$ cat config.mk
export PLATFORM = sky130hd
export DESIGN_NAME = take_back_half_controller
export DESIGN_NICKNAME = d
export VERILOG_FILES = /design/src/tbhc_pkg.sv /design/src/tbhc_ctrl.sv /design/src/tbhc_dp.sv /design/src/take_back_half_controller.sv
export SDC_FILE = /design/constraint.sdc
export NUM_CORES = 2
export LEC_CHECK = 0
export BUFFER_PORTS_ARGS = -buffer_cell sky130_fd_sc_hd__buf_2
export CAP_MARGIN = 20
export CORE_MARGIN = 3
export CORE_UTILIZATION = 43
export DETAILED_ROUTE_END_ITERATION = 6
export PLACE_DENSITY = 0.57
export REMOVE_ABC_BUFFERS = 1
export SETUP_SLACK_MARGIN = 0.3
export SLEW_MARGIN = 20
export SYNTH_ARGS = -nofsm -noshare
export SYNTH_HDL_FRONTEND = slang
export SYNTH_SLANG_ARGS = --single-unit
$ cat constraint.sdc
create_clock -name clk_i -period 8.6 [get_ports clk_i]
set_input_delay 0 -clock clk_i [delete_from_list [all_inputs] [get_ports clk_i]]
set_output_delay 0 -clock clk_i [all_outputs]
set_load 0.1 [all_outputs]
$ cat src/tbhc_pkg.sv
package tbhc_pkg;

  localparam int unsigned DataW = 16;
  localparam int unsigned ErrW = DataW + 1;
  localparam int unsigned AccW = 33;
  localparam int unsigned MulAW = AccW;
  localparam int unsigned MulBW = DataW + 1;
  localparam int unsigned ProdW = MulAW + MulBW;
  localparam int unsigned SumW = 42;
  localparam int unsigned CfgIdxW = 3;

  localparam logic [CfgIdxW-1:0] CfgTarget = 3'd0;
  localparam logic [CfgIdxW-1:0] CfgGain = 3'd1;
  localparam logic [CfgIdxW-1:0] CfgStep = 3'd2;
  localparam logic [CfgIdxW-1:0] CfgMin = 3'd3;
  localparam logic [CfgIdxW-1:0] CfgMax = 3'd4;

  localparam logic [1:0] SignZero = 2'd0;
  localparam logic [1:0] SignPos = 2'd1;
  localparam logic [1:0] SignNeg = 2'd3;

  typedef enum logic [2:0] {
    ST_IDLE,
    ST_MUL_GAIN,
    ST_MUL_STEP,
    ST_CLAMP,
    ST_FINISH
  } state_e;

  typedef enum logic {
    MUL_ERR_GAIN,
    MUL_PROD_STEP
  } mul_sel_e;

  typedef struct packed {
    logic     load;
    logic     mul_en;
    mul_sel_e mul_sel;
    logic     clamp_en;
    logic     commit;
  } cmd_t;

  typedef struct packed {
    logic out_free;
  } status_t;

endpackage

$ cat src/tbhc_ctrl.sv
module tbhc_ctrl
  import tbhc_pkg::*;
(
  input  logic    clk_i,
  input  logic    rst_ni,
  input  logic    in_valid_i,
  output logic    in_stall_o,
  input  status_t status_i,
  output cmd_t    cmd_o
);

  state_e state_q, state_d;
  logic   take_w;

  always_ff @(posedge clk_i or negedge rst_ni) begin
    if (!rst_ni) begin
      state_q <= ST_IDLE;
    end else begin
      state_q <= state_d;
    end
  end

  assign in_stall_o = !((state_q == ST_IDLE) ||
                        ((state_q == ST_FINISH) && status_i.out_free));
  assign take_w = in_valid_i && !in_stall_o;

  always_comb begin
    state_d = state_q;
    case (state_q)
      ST_IDLE: begin
        if (in_valid_i) begin
          state_d = ST_MUL_GAIN;
        end
      end
      ST_MUL_GAIN: begin
        state_d = ST_MUL_STEP;
      end
      ST_MUL_STEP: begin
        state_d = ST_CLAMP;
      end
      ST_CLAMP: begin
        state_d = ST_FINISH;
      end
      ST_FINISH: begin
        if (status_i.out_free) begin
          state_d = in_valid_i ? ST_MUL_GAIN : ST_IDLE;
        end
      end
      default: begin
        state_d = ST_IDLE;
      end
    endcase
  end

  always_comb begin
    cmd_o.load = take_w;
    cmd_o.mul_en = 1'b0;
    cmd_o.mul_sel = MUL_ERR_GAIN;
    cmd_o.clamp_en = 1'b0;
    cmd_o.commit = 1'b0;
    case (state_q)
      ST_MUL_GAIN: begin
        cmd_o.mul_en = 1'b1;
        cmd_o.mul_sel = MUL_ERR_GAIN;
      end
      ST_MUL_STEP: begin
        cmd_o.mul_en = 1'b1;
        cmd_o.mul_sel = MUL_PROD_STEP;
      end
      ST_CLAMP: begin
        cmd_o.clamp_en = 1'b1;
      end
      ST_FINISH: begin
        cmd_o.commit = status_i.out_free;
      end
      default: begin
        cmd_o.mul_en = 1'b0;
      end
    endcase
  end

endmodule

$ cat src/tbhc_dp.sv
module tbhc_dp
  import tbhc_pkg::*;
(
  input  logic                      clk_i,
  input  logic                      rst_ni,
  input  logic                      cfg_we_i,
  input  logic [CfgIdxW-1:0]        cfg_index_i,
  input  logic [DataW-1:0]          cfg_data_i,
  input  logic signed [DataW-1:0]   measured_value_i,
  input  cmd_t                      cmd_i,
  output status_t                   status_o,
  output logic                      out_valid_o,
  input  logic                      out_stall_i,
  output logic signed [DataW-1:0]   drive_value_o,
  output logic                      crossed_o
);

  logic signed [DataW-1:0] target_q;
  logic [DataW-1:0]        gain_q;
  logic [DataW-1:0]        step_q;
  logic signed [DataW-1:0] min_q;
  logic signed [DataW-1:0] max_q;

  logic signed [AccW-1:0]  acc_q, acc_d;
  logic signed [AccW-1:0]  held_q;
  logic [1:0]              last_sign_q;

  logic signed [ErrW-1:0]  err_d, err_q;
  logic [1:0]              sign_d, sign_q;
  logic signed [ProdW-1:0] prod_q;
  logic signed [AccW-1:0]  clamp_q;

  logic signed [MulAW-1:0] mul_a;
  logic signed [MulBW-1:0] mul_b;
  logic signed [ProdW-1:0] mul_p;

  logic signed [SumW-1:0]  sum_w;
  logic signed [SumW-1:0]  hi_w;
  logic signed [SumW-1:0]  lo_w;
  logic signed [SumW-1:0]  upper_w;
  logic signed [SumW-1:0]  lim_w;

  logic signed [AccW:0]    avg_sum;
  logic                    crossed_w;

  logic                    out_valid_q;
  logic signed [DataW-1:0] drive_q;
  logic                    crossed_q;

  always_ff @(posedge clk_i or negedge rst_ni) begin
    if (!rst_ni) begin
      target_q <= '0;
      gain_q <= '0;
      step_q <= '0;
      min_q <= '0;
      max_q <= '0;
    end else if (cfg_we_i) begin
      case (cfg_index_i)
        CfgTarget: target_q <= cfg_data_i;
        CfgGain:   gain_q <= cfg_data_i;
        CfgStep:   step_q <= cfg_data_i;
        CfgMin:    min_q <= cfg_data_i;
        CfgMax:    max_q <= cfg_data_i;
        default:   target_q <= target_q;
      endcase
    end
  end

  assign err_d = {target_q[DataW-1], target_q} - {measured_value_i[DataW-1], measured_value_i};

  always_comb begin
    if (err_d == '0) begin
      sign_d = SignZero;
    end else if (err_d[ErrW-1]) begin
      sign_d = SignNeg;
    end else begin
      sign_d = SignPos;
    end
  end

  always_ff @(posedge clk_i) begin
    if (cmd_i.load) begin
      err_q <= err_d;
      sign_q <= sign_d;
    end
  end

  always_comb begin
    case (cmd_i.mul_sel)
      MUL_ERR_GAIN: begin
        mul_a = {{(MulAW-ErrW){err_q[ErrW-1]}}, err_q};
        mul_b = {1'b0, gain_q};
      end
      MUL_PROD_STEP: begin
        mul_a = prod_q[MulAW-1:0];
        mul_b = {1'b0, step_q};
      end
      default: begin
        mul_a = '0;
        mul_b = '0;
      end
    endcase
  end

  assign mul_p = mul_a * mul_b;

  always_ff @(posedge clk_i) begin
    if (cmd_i.mul_en) begin
      prod_q <= mul_p;
    end
  end

  assign sum_w = {{(SumW-AccW){acc_q[AccW-1]}}, acc_q} + prod_q[ProdW-1:8];
  assign hi_w = {{(SumW-2*DataW){max_q[DataW-1]}}, max_q, {DataW{1'b0}}};
  assign lo_w = {{(SumW-2*DataW){min_q[DataW-1]}}, min_q, {DataW{1'b0}}};
  assign upper_w = (sum_w > hi_w) ? hi_w : sum_w;
  assign lim_w = (upper_w < lo_w) ? lo_w : upper_w;

  always_ff @(posedge clk_i) begin
    if (cmd_i.clamp_en) begin
      clamp_q <= lim_w[AccW-1:0];
    end
  end

  assign crossed_w = (sign_q != last_sign_q);
  assign avg_sum = {clamp_q[AccW-1], clamp_q} + {held_q[AccW-1], held_q};
  assign acc_d = crossed_w ? avg_sum[AccW:1] : clamp_q;

  always_ff @(posedge clk_i or negedge rst_ni) begin
    if (!rst_ni) begin
      acc_q <= '0;
      held_q <= '0;
      last_sign_q <= SignZero;
    end else if (cmd_i.commit) begin
      acc_q <= acc_d;
      if (crossed_w) begin
        held_q <= acc_d;
        last_sign_q <= sign_q;
      end
    end
  end

  always_ff @(posedge clk_i or negedge rst_ni) begin
    if (!rst_ni) begin
      out_valid_q <= 1'b0;
    end else if (cmd_i.commit) begin
      out_valid_q <= 1'b1;
    end else if (!out_stall_i) begin
      out_valid_q <= 1'b0;
    end
  end

  always_ff @(posedge clk_i) begin
    if (cmd_i.commit) begin
      drive_q <= acc_d[2*DataW-1:DataW];
      crossed_q <= crossed_w;
    end
  end

  assign status_o.out_free = !out_valid_q || !out_stall_i;
  assign out_valid_o = out_valid_q;
  assign drive_value_o = drive_q;
  assign crossed_o = crossed_q;

endmodule

$ cat src/take_back_half_controller.sv
// Take-back-half drive regulator.
// The input channel carries one measured sample per item on in_valid_i and
// measured_value_i; the block holds in_stall_o high while it works on an item.
// Each item yields exactly one result item on out_valid_o with drive_value_o,
// the integer part of the updated drive, and crossed_o, which is high when a
// change of error sign halved the drive toward the held value.
// Registers are written through cfg_valid_i, cfg_index_i and cfg_data_i; the
// port is always ready and writes are expected only while the block is idle.
// After an item is accepted, the block forms the two products in turn on the
// shared multiplier, then does the accumulate and clamp, and then the
// take-back-half step into the output register.
// The next item is taken in that final step, as the result is committed, and
// not before, so the item rate is set by the walk through the shared multiplier.
// When the receiver stalls, the result waits in the output register; a second
// finished item waits in the final step until the register empties.
// Reset clears the configuration, the drive, the held drive and the recorded
// sign, and leaves no result pending.
module take_back_half_controller
  import tbhc_pkg::*;
(
  input  logic                    clk_i,
  input  logic                    rst_ni,
  input  logic                    cfg_valid_i,
  output logic                    cfg_ready_o,
  input  logic [CfgIdxW-1:0]      cfg_index_i,
  input  logic [DataW-1:0]        cfg_data_i,
  input  logic                    in_valid_i,
  output logic                    in_stall_o,
  input  logic signed [DataW-1:0] measured_value_i,
  output logic                    out_valid_o,
  input  logic                    out_stall_i,
  output logic signed [DataW-1:0] drive_value_o,
  output logic                    crossed_o
);

  cmd_t    cmd_w;
  status_t status_w;

  assign cfg_ready_o = 1'b1;

  tbhc_ctrl u_ctrl (
    .clk_i      (clk_i),
    .rst_ni     (rst_ni),
    .in_valid_i (in_valid_i),
    .in_stall_o (in_stall_o),
    .status_i   (status_w),
    .cmd_o      (cmd_w)
  );

  tbhc_dp u_dp (
    .clk_i            (clk_i),
    .rst_ni           (rst_ni),
    .cfg_we_i         (cfg_valid_i && cfg_ready_o),
    .cfg_index_i      (cfg_index_i),
    .cfg_data_i       (cfg_data_i),
    .measured_value_i (measured_value_i),
    .cmd_i            (cmd_w),
    .status_o         (status_w),
    .out_valid_o      (out_valid_o),
    .out_stall_i      (out_stall_i),
    .drive_value_o    (drive_value_o),
    .crossed_o        (crossed_o)
  );

endmodule

### Word-level counts from Yosys, hierarchy flattened

Cells that the tools add are included.

* mux-type cells: 16
* eq/ne operators: 12
* bitwise operators: 1
* add/subtract/negate cells: 3
* $mul: 1
* reduce and logical (&&, ||, !) cells: 18
* $lt $le $gt $ge: 2

Operator list (count)
* $mux W33: 2
* $pmux W33 S2: 1
* $mul A33 B17 Y50: 1
* $add A42 B42 Y42: 1
* $gt A42 B32 Y1: 1
* $lt A42 B32 Y1: 1
* $mux W42: 1
* $add A33 B33 Y34: 1
* $pmux W17 S2: 1
* $logic_not A17 Y1: 1
* $sub A16 B16 Y17: 1
* $pmux W3 S5: 1
* $reduce_and A2 Y1: 7
* $eq A3 B2 Y1 const B: 4
* $mux W1: 7
* $eq A3 B1 Y1 const B: 2
* $eq A3 B3 Y1 const B: 2
* $logic_not A3 Y1: 2
* $mux W3: 2
* $ne A2 B1 Y1 const B: 2
* $logic_not A1 Y1: 3
* $logic_and A1 B1 Y1: 2
* $logic_or A1 B1 Y1: 2
* $mux W2: 1
* 4 further kinds: 4

* register bits: 271
* output and inout bits: 20

### Depth between registers and ports, before layout

* word-level depth: 5
* mapped depth: 38
* depth with buffers taken out: 35

### Hierarchy

A second synthesis with hierarchy kept.

* cells, all modules: 3659
* area, all modules: 34657.0 µm²

By module, submodules not included
* tbhc_dp: times used 1, cells an instance 3638, area an instance 34473.1 µm²
* tbhc_ctrl: times used 1, cells an instance 19, area an instance 172.7 µm²
* take_back_half_controller: times used 1, cells an instance 2, area an instance 11.3 µm²

### Worst setup path after synthesis

OpenSTA, ideal clock, no wires.

* path type: flip-flop to flip-flop
* start point: register u_ctrl.state_q[2]
* end point: register u_dp.prod_q[49], data pin
* slack: 0.498 ns
* arrival: 7.836 ns
* clock period less this slack: 8.102 ns
* stages on the path, launching flop included: 27
* library setup time: 0.266 ns
* required time: 8.334 ns
* path through: dfrtp_1 -> nor3b_1 -> clkbuf_1 -> clkbuf_1 -> buf_1 -> mux2i_1 -> nor2_1 -> fa_1 -> fa_1 -> inv_1 -> fa_1 -> fa_1 -> fa_1 -> inv_1 -> fa_1 -> ha_1 -> a21o_1 -> a21o_1 -> a221o_1 -> a21bo_2 -> a2bb2oi_1 -> a31oi_1 -> a21oi_1 -> o31a_1 -> nor3_1 -> a2111oi_2 -> xnor2_1

* longest elaborated chain between the ends: 5

Ends and longest elaborated chain
* from (decl): RTL line tbhc_ctrl.sv:12 `state_e state_q, state_d;`
* from (signal assigned): RTL line tbhc_ctrl.sv:19 `state_q <= state_d;`
* $eq A3 B2 Y1 (*): RTL line tbhc_ctrl.sv:61 `case (state_q)`
* $mux W1 (*): RTL line tbhc_ctrl.sv:61
* $not A1 Y1: RTL line tbhc_dp.sv:89 `case (cmd_i.mul_sel)`
* $pmux W33 S2 or $pmux W17 S2 (tied branches): RTL line tbhc_dp.sv:89
* $mul A33 B17 Y50 (*): RTL line tbhc_dp.sv:105 `assign mul_p = mul_a * mul_b;`
* named net u_dp.mul_p[49]: RTL line tbhc_dp.sv:35 `logic signed [ProdW-1:0] mul_p;`
* to (signal assigned): RTL line tbhc_dp.sv:109 `prod_q <= mul_p;`
* to (decl): RTL line tbhc_dp.sv:30 `logic signed [ProdW-1:0] prod_q;`

Mark *: on every way through the listed nets, which the timed path passes. The rest lies on a longest branch. The select of a mux whose other input is x is not followed.
A chain may end at the register's enable or synchronous reset.

### Worst setup path after layout

Same ends and word-level chain as after synthesis.

==> metrics.md <==
| Metric | Value |
|---|---|
| Outcome | `completed` |
| Final hold violation count | `0` |
| Clk sink count | `271` |
| Post-synthesis sequential area ratio | `21.3%` |
| CP max FO | `21` |
| Share of synthesized registers carrying an async set or reset | `56.1%` |
| Core area | `79400 um2` |
| GPL Wtd Cong | `0.893` |
| # port buffers | `58` |
| Clock Pin Slew Worst Setup and Hold Paths | `70 ps` |
| Die Y | `290 um` |
| Avg Cell Area, Syn | `9.37 um2` |
| Ports | `60` |
| Slew HR | `31.7%` |
| Final slew viol count | `0` |
| Dpl hpwl | `78.7 mm` |
| Hold Slack | `28.3 ps` |
| Worst Setup Start Kind | `flop` |
| Measured slew at the worst slew-check pin | `1020 ps` |
| Routed wire length per instance | `20.2 um` |
| Yosys reg bits | `271` |
| Max-cap violations | `0` |
| H-tree Lvls | `1` |
| Post-synth top cells | `inv_1 (631), fa_1 (506), nand2_1 (493)` |
| Root buf cell | `clkbuf_16` |
| Die Area | `83900 um2` |
| Period utilisation layout | `92.6%` |
| Drt first pass iters | `5` |
| Routed WL | `98.1 mm` |
| Synth top area cells | `fa_1 (29%), dfrtp_1 (11%), edfxtp_1 (10%)` |
| Most used cell, CP | `fa_1` |
| Data required, critical path | `8930 ps` |
| Synth Warn # | `0` |
| Fmax achieved | `126 MHz` |
| Chip width | `290 um` |
| Final ANT Viol Nets | `0` |
| Worst Path Arrival | `8300 ps` |
| Critical path capture point type | `flop` |
| Via/cell ratio | `5.32` |
| WS Path Type | `reg -> reg` |
| Hold/Removal Path Class | `in -> reg` |
| Area share of the largest cell type after synthesis | `29.3%` |
| Pin count of the biggest net entering global routing | `94` |
| Tmin final | `7970 ps` |
| # DRC | `0` |
| Top_reg_cell synth | `dfrtp_1` |
| RSZ-0062 raised after global routing | `false` |
| CTS Buf Count | `31` |
| Clk_lat worst skew | `600 ps` |
| Cell with the most instances after synthesis | `inv_1` |
| Worst Skew | `24.0 ps` |
| Final setup vio count | `0` |
| Total global-route track usage | `23.9%` |
| Clock Path Buffers | `3` |
| Iteration-0 DRC Markers | `1932` |
| Max stage delay on crit path | `540 ps` |
| Diodes inserted | `0` |
| Initial Util | `43.6%` |
| Share of layout cells above drive strength 1 | `10.7%` |
| Gate count of the mapped netlist | `3690` |
| Area grow syn2layout | `10.5%` |
| First-pass GRT wire length | `155 mm` |
| Routed via count | `25900` |
| # rows | `103` |
| Crit-path slowest cell | `fa_1` |
| Cell area after synthesis | `34600 um2` |
| Layout Nets | `4598` |
| GRT overflow | `0` |
| Antenna violations before repair | `3` |
| Vias in the first global route | `26800` |
| Count of cell types in the netlist | `82` |
| CTS tree | `done` |
| Yosys top cell by area | `fa_1` |
| Number of enable flip-flop cells after synthesis | `119` |
-- placed cells by master, fill, tap and decap left out, types with 7 or more instances in the layout --
cell and instances:
a211o_1 7, a211oi_1 16, a21o_1 103, a21oi_1 158, a31oi_1 17, and2_1 20
and3_1 27, and4_1 7, buf_2 57, buf_4 111, clkbuf_16 34, clkinv_2 8
dfrtp_1 152, dlygate4sd3_1 23, edfxtp_1 119, fa_1 505, ha_1 256, inv_1 630
mux2_2 106, mux2_4 12, mux2i_1 29, nand2_1 493, nand2b_1 26, nand3_1 31
nand4_1 22, nor2_1 316, nor2b_1 23, nor3_1 29, nor4_1 11, o211ai_1 13
o21a_1 21, o21ai_0 129, o21bai_1 16, or3_1 7, xnor2_1 88, xor2_1 36
-- registers in the layout, indices dropped and copies added, names as in the netlist --
register,flops
u_dp.gain_q,16
u_dp.drive_value_o,16
u_dp.crossed_o,1
u_dp.sign_q,2
u_dp.step_q,16
u_dp.min_q,16
u_ctrl.state_q,3
u_dp.target_q,16
u_dp.prod_q,50
u_dp.clamp_q,33
u_dp.last_sign_q,2
u_dp.out_valid_o,1
u_dp.max_q,16
u_dp.held_q,33
u_dp.err_q,17
u_dp.acc_q,33
-- worst max-delay path: cells and delay by family, from the launching register on --
kind | cells | cell delay, ps
AO/OA/AOI/OAI | 7 | 1430
XOR/XNOR | 1 | 130
adder cells (fa/ha/maj) | 7 | 3360
buffers and inverters | 7 | 950
flip-flops | 1 | 490
AND/OR/NAND/NOR | 6 | 1320
-- routing by layer --
| metal | global-route usage, % | part of all wire [%] | wire (um) |
|---|---|---|---|
| met4 | 4.16 | 1.9 | 1880 |
| met5 | 0 | 0 | 0 |
| met2 | 39.3 | 46 | 45100 |
| met3 | 1.58 | 4.9 | 4760 |
| met1 | 35.3 | 47 | 46400 |
-- through the flow --
step           setup slack (ps)  utilization, %  instances  setup TNS [ps]  cell area, um2
3_3_place_gp                315            46.1       4771               0           36600
2_1_floorplan             -8410               -       3558         -318060           34100
6_report                    635            48.1       4868               0           38200
4_1_cts                     343            47.7       4852               0           37900
5_1_grt                     298            48.1       4868               0           38200
3_5_place_dp                191            46.1       4771               0           36600
-- timing repair --
action / 4_1_cts / 5_1_grt
hold buffers: 23 / 0
pin swaps: 0 / 7
setup buffers: 0 / 13
resized for setup: 4 / 41
endpoints found under the setup margin: 21 / 41
endpoints found under the hold margin: 177 / 0
cloned: 0 / 3
-- cell families (layout without fill, tap and decap cells) --
logic type	after synthesis	after routing	share of synthesized area, %
flops	271	271	21.3
fa+ha+maj	765	765	38.7
compound gates	564	564	10.6
buf+inv	764	892	8.37
other cells	1	1	0.0108
xor+xnor	124	124	3.14
simple gates	1047	1047	13.0
mux	154	154	4.89
-- layout make-up --
type | instances | area (um2)
Clock buffer | 40 | 850
Clock inverter | 18 | 171
Fill cell | 7559 | 41200
Inverter | 632 | 2380
Multi-Input combinational cell | 2655 | 24600
Sequential cell | 271 | 7380
Tap cell | 1050 | 1310
Timing Repair Buffer | 202 | 1570
-- path summary, 6_finish.rpt --
check / slack [ps] / depth (start not counted) / end / startpoint
max: 630 / 28 / u_dp.prod_q[49] / u_ctrl.state_q[2]
min: 30 / 5 / u_dp.max_q[15] / cfg_index_i[2]
max reg2reg: 630 / 28 / u_dp.prod_q[49] / u_ctrl.state_q[2]
min reg2reg: 480 / 2 / u_dp.held_q[26] / u_dp.held_q[26]
max in group asynchronous: 7090 / 3 / u_dp.max_q[13] / rst_ni
min in group asynchronous: 70 / 2 / u_dp.target_q[0] / rst_ni
Power is not shown: default switching activity piles up to over one toggle a cycle in this logic, so the estimate is an artifact.
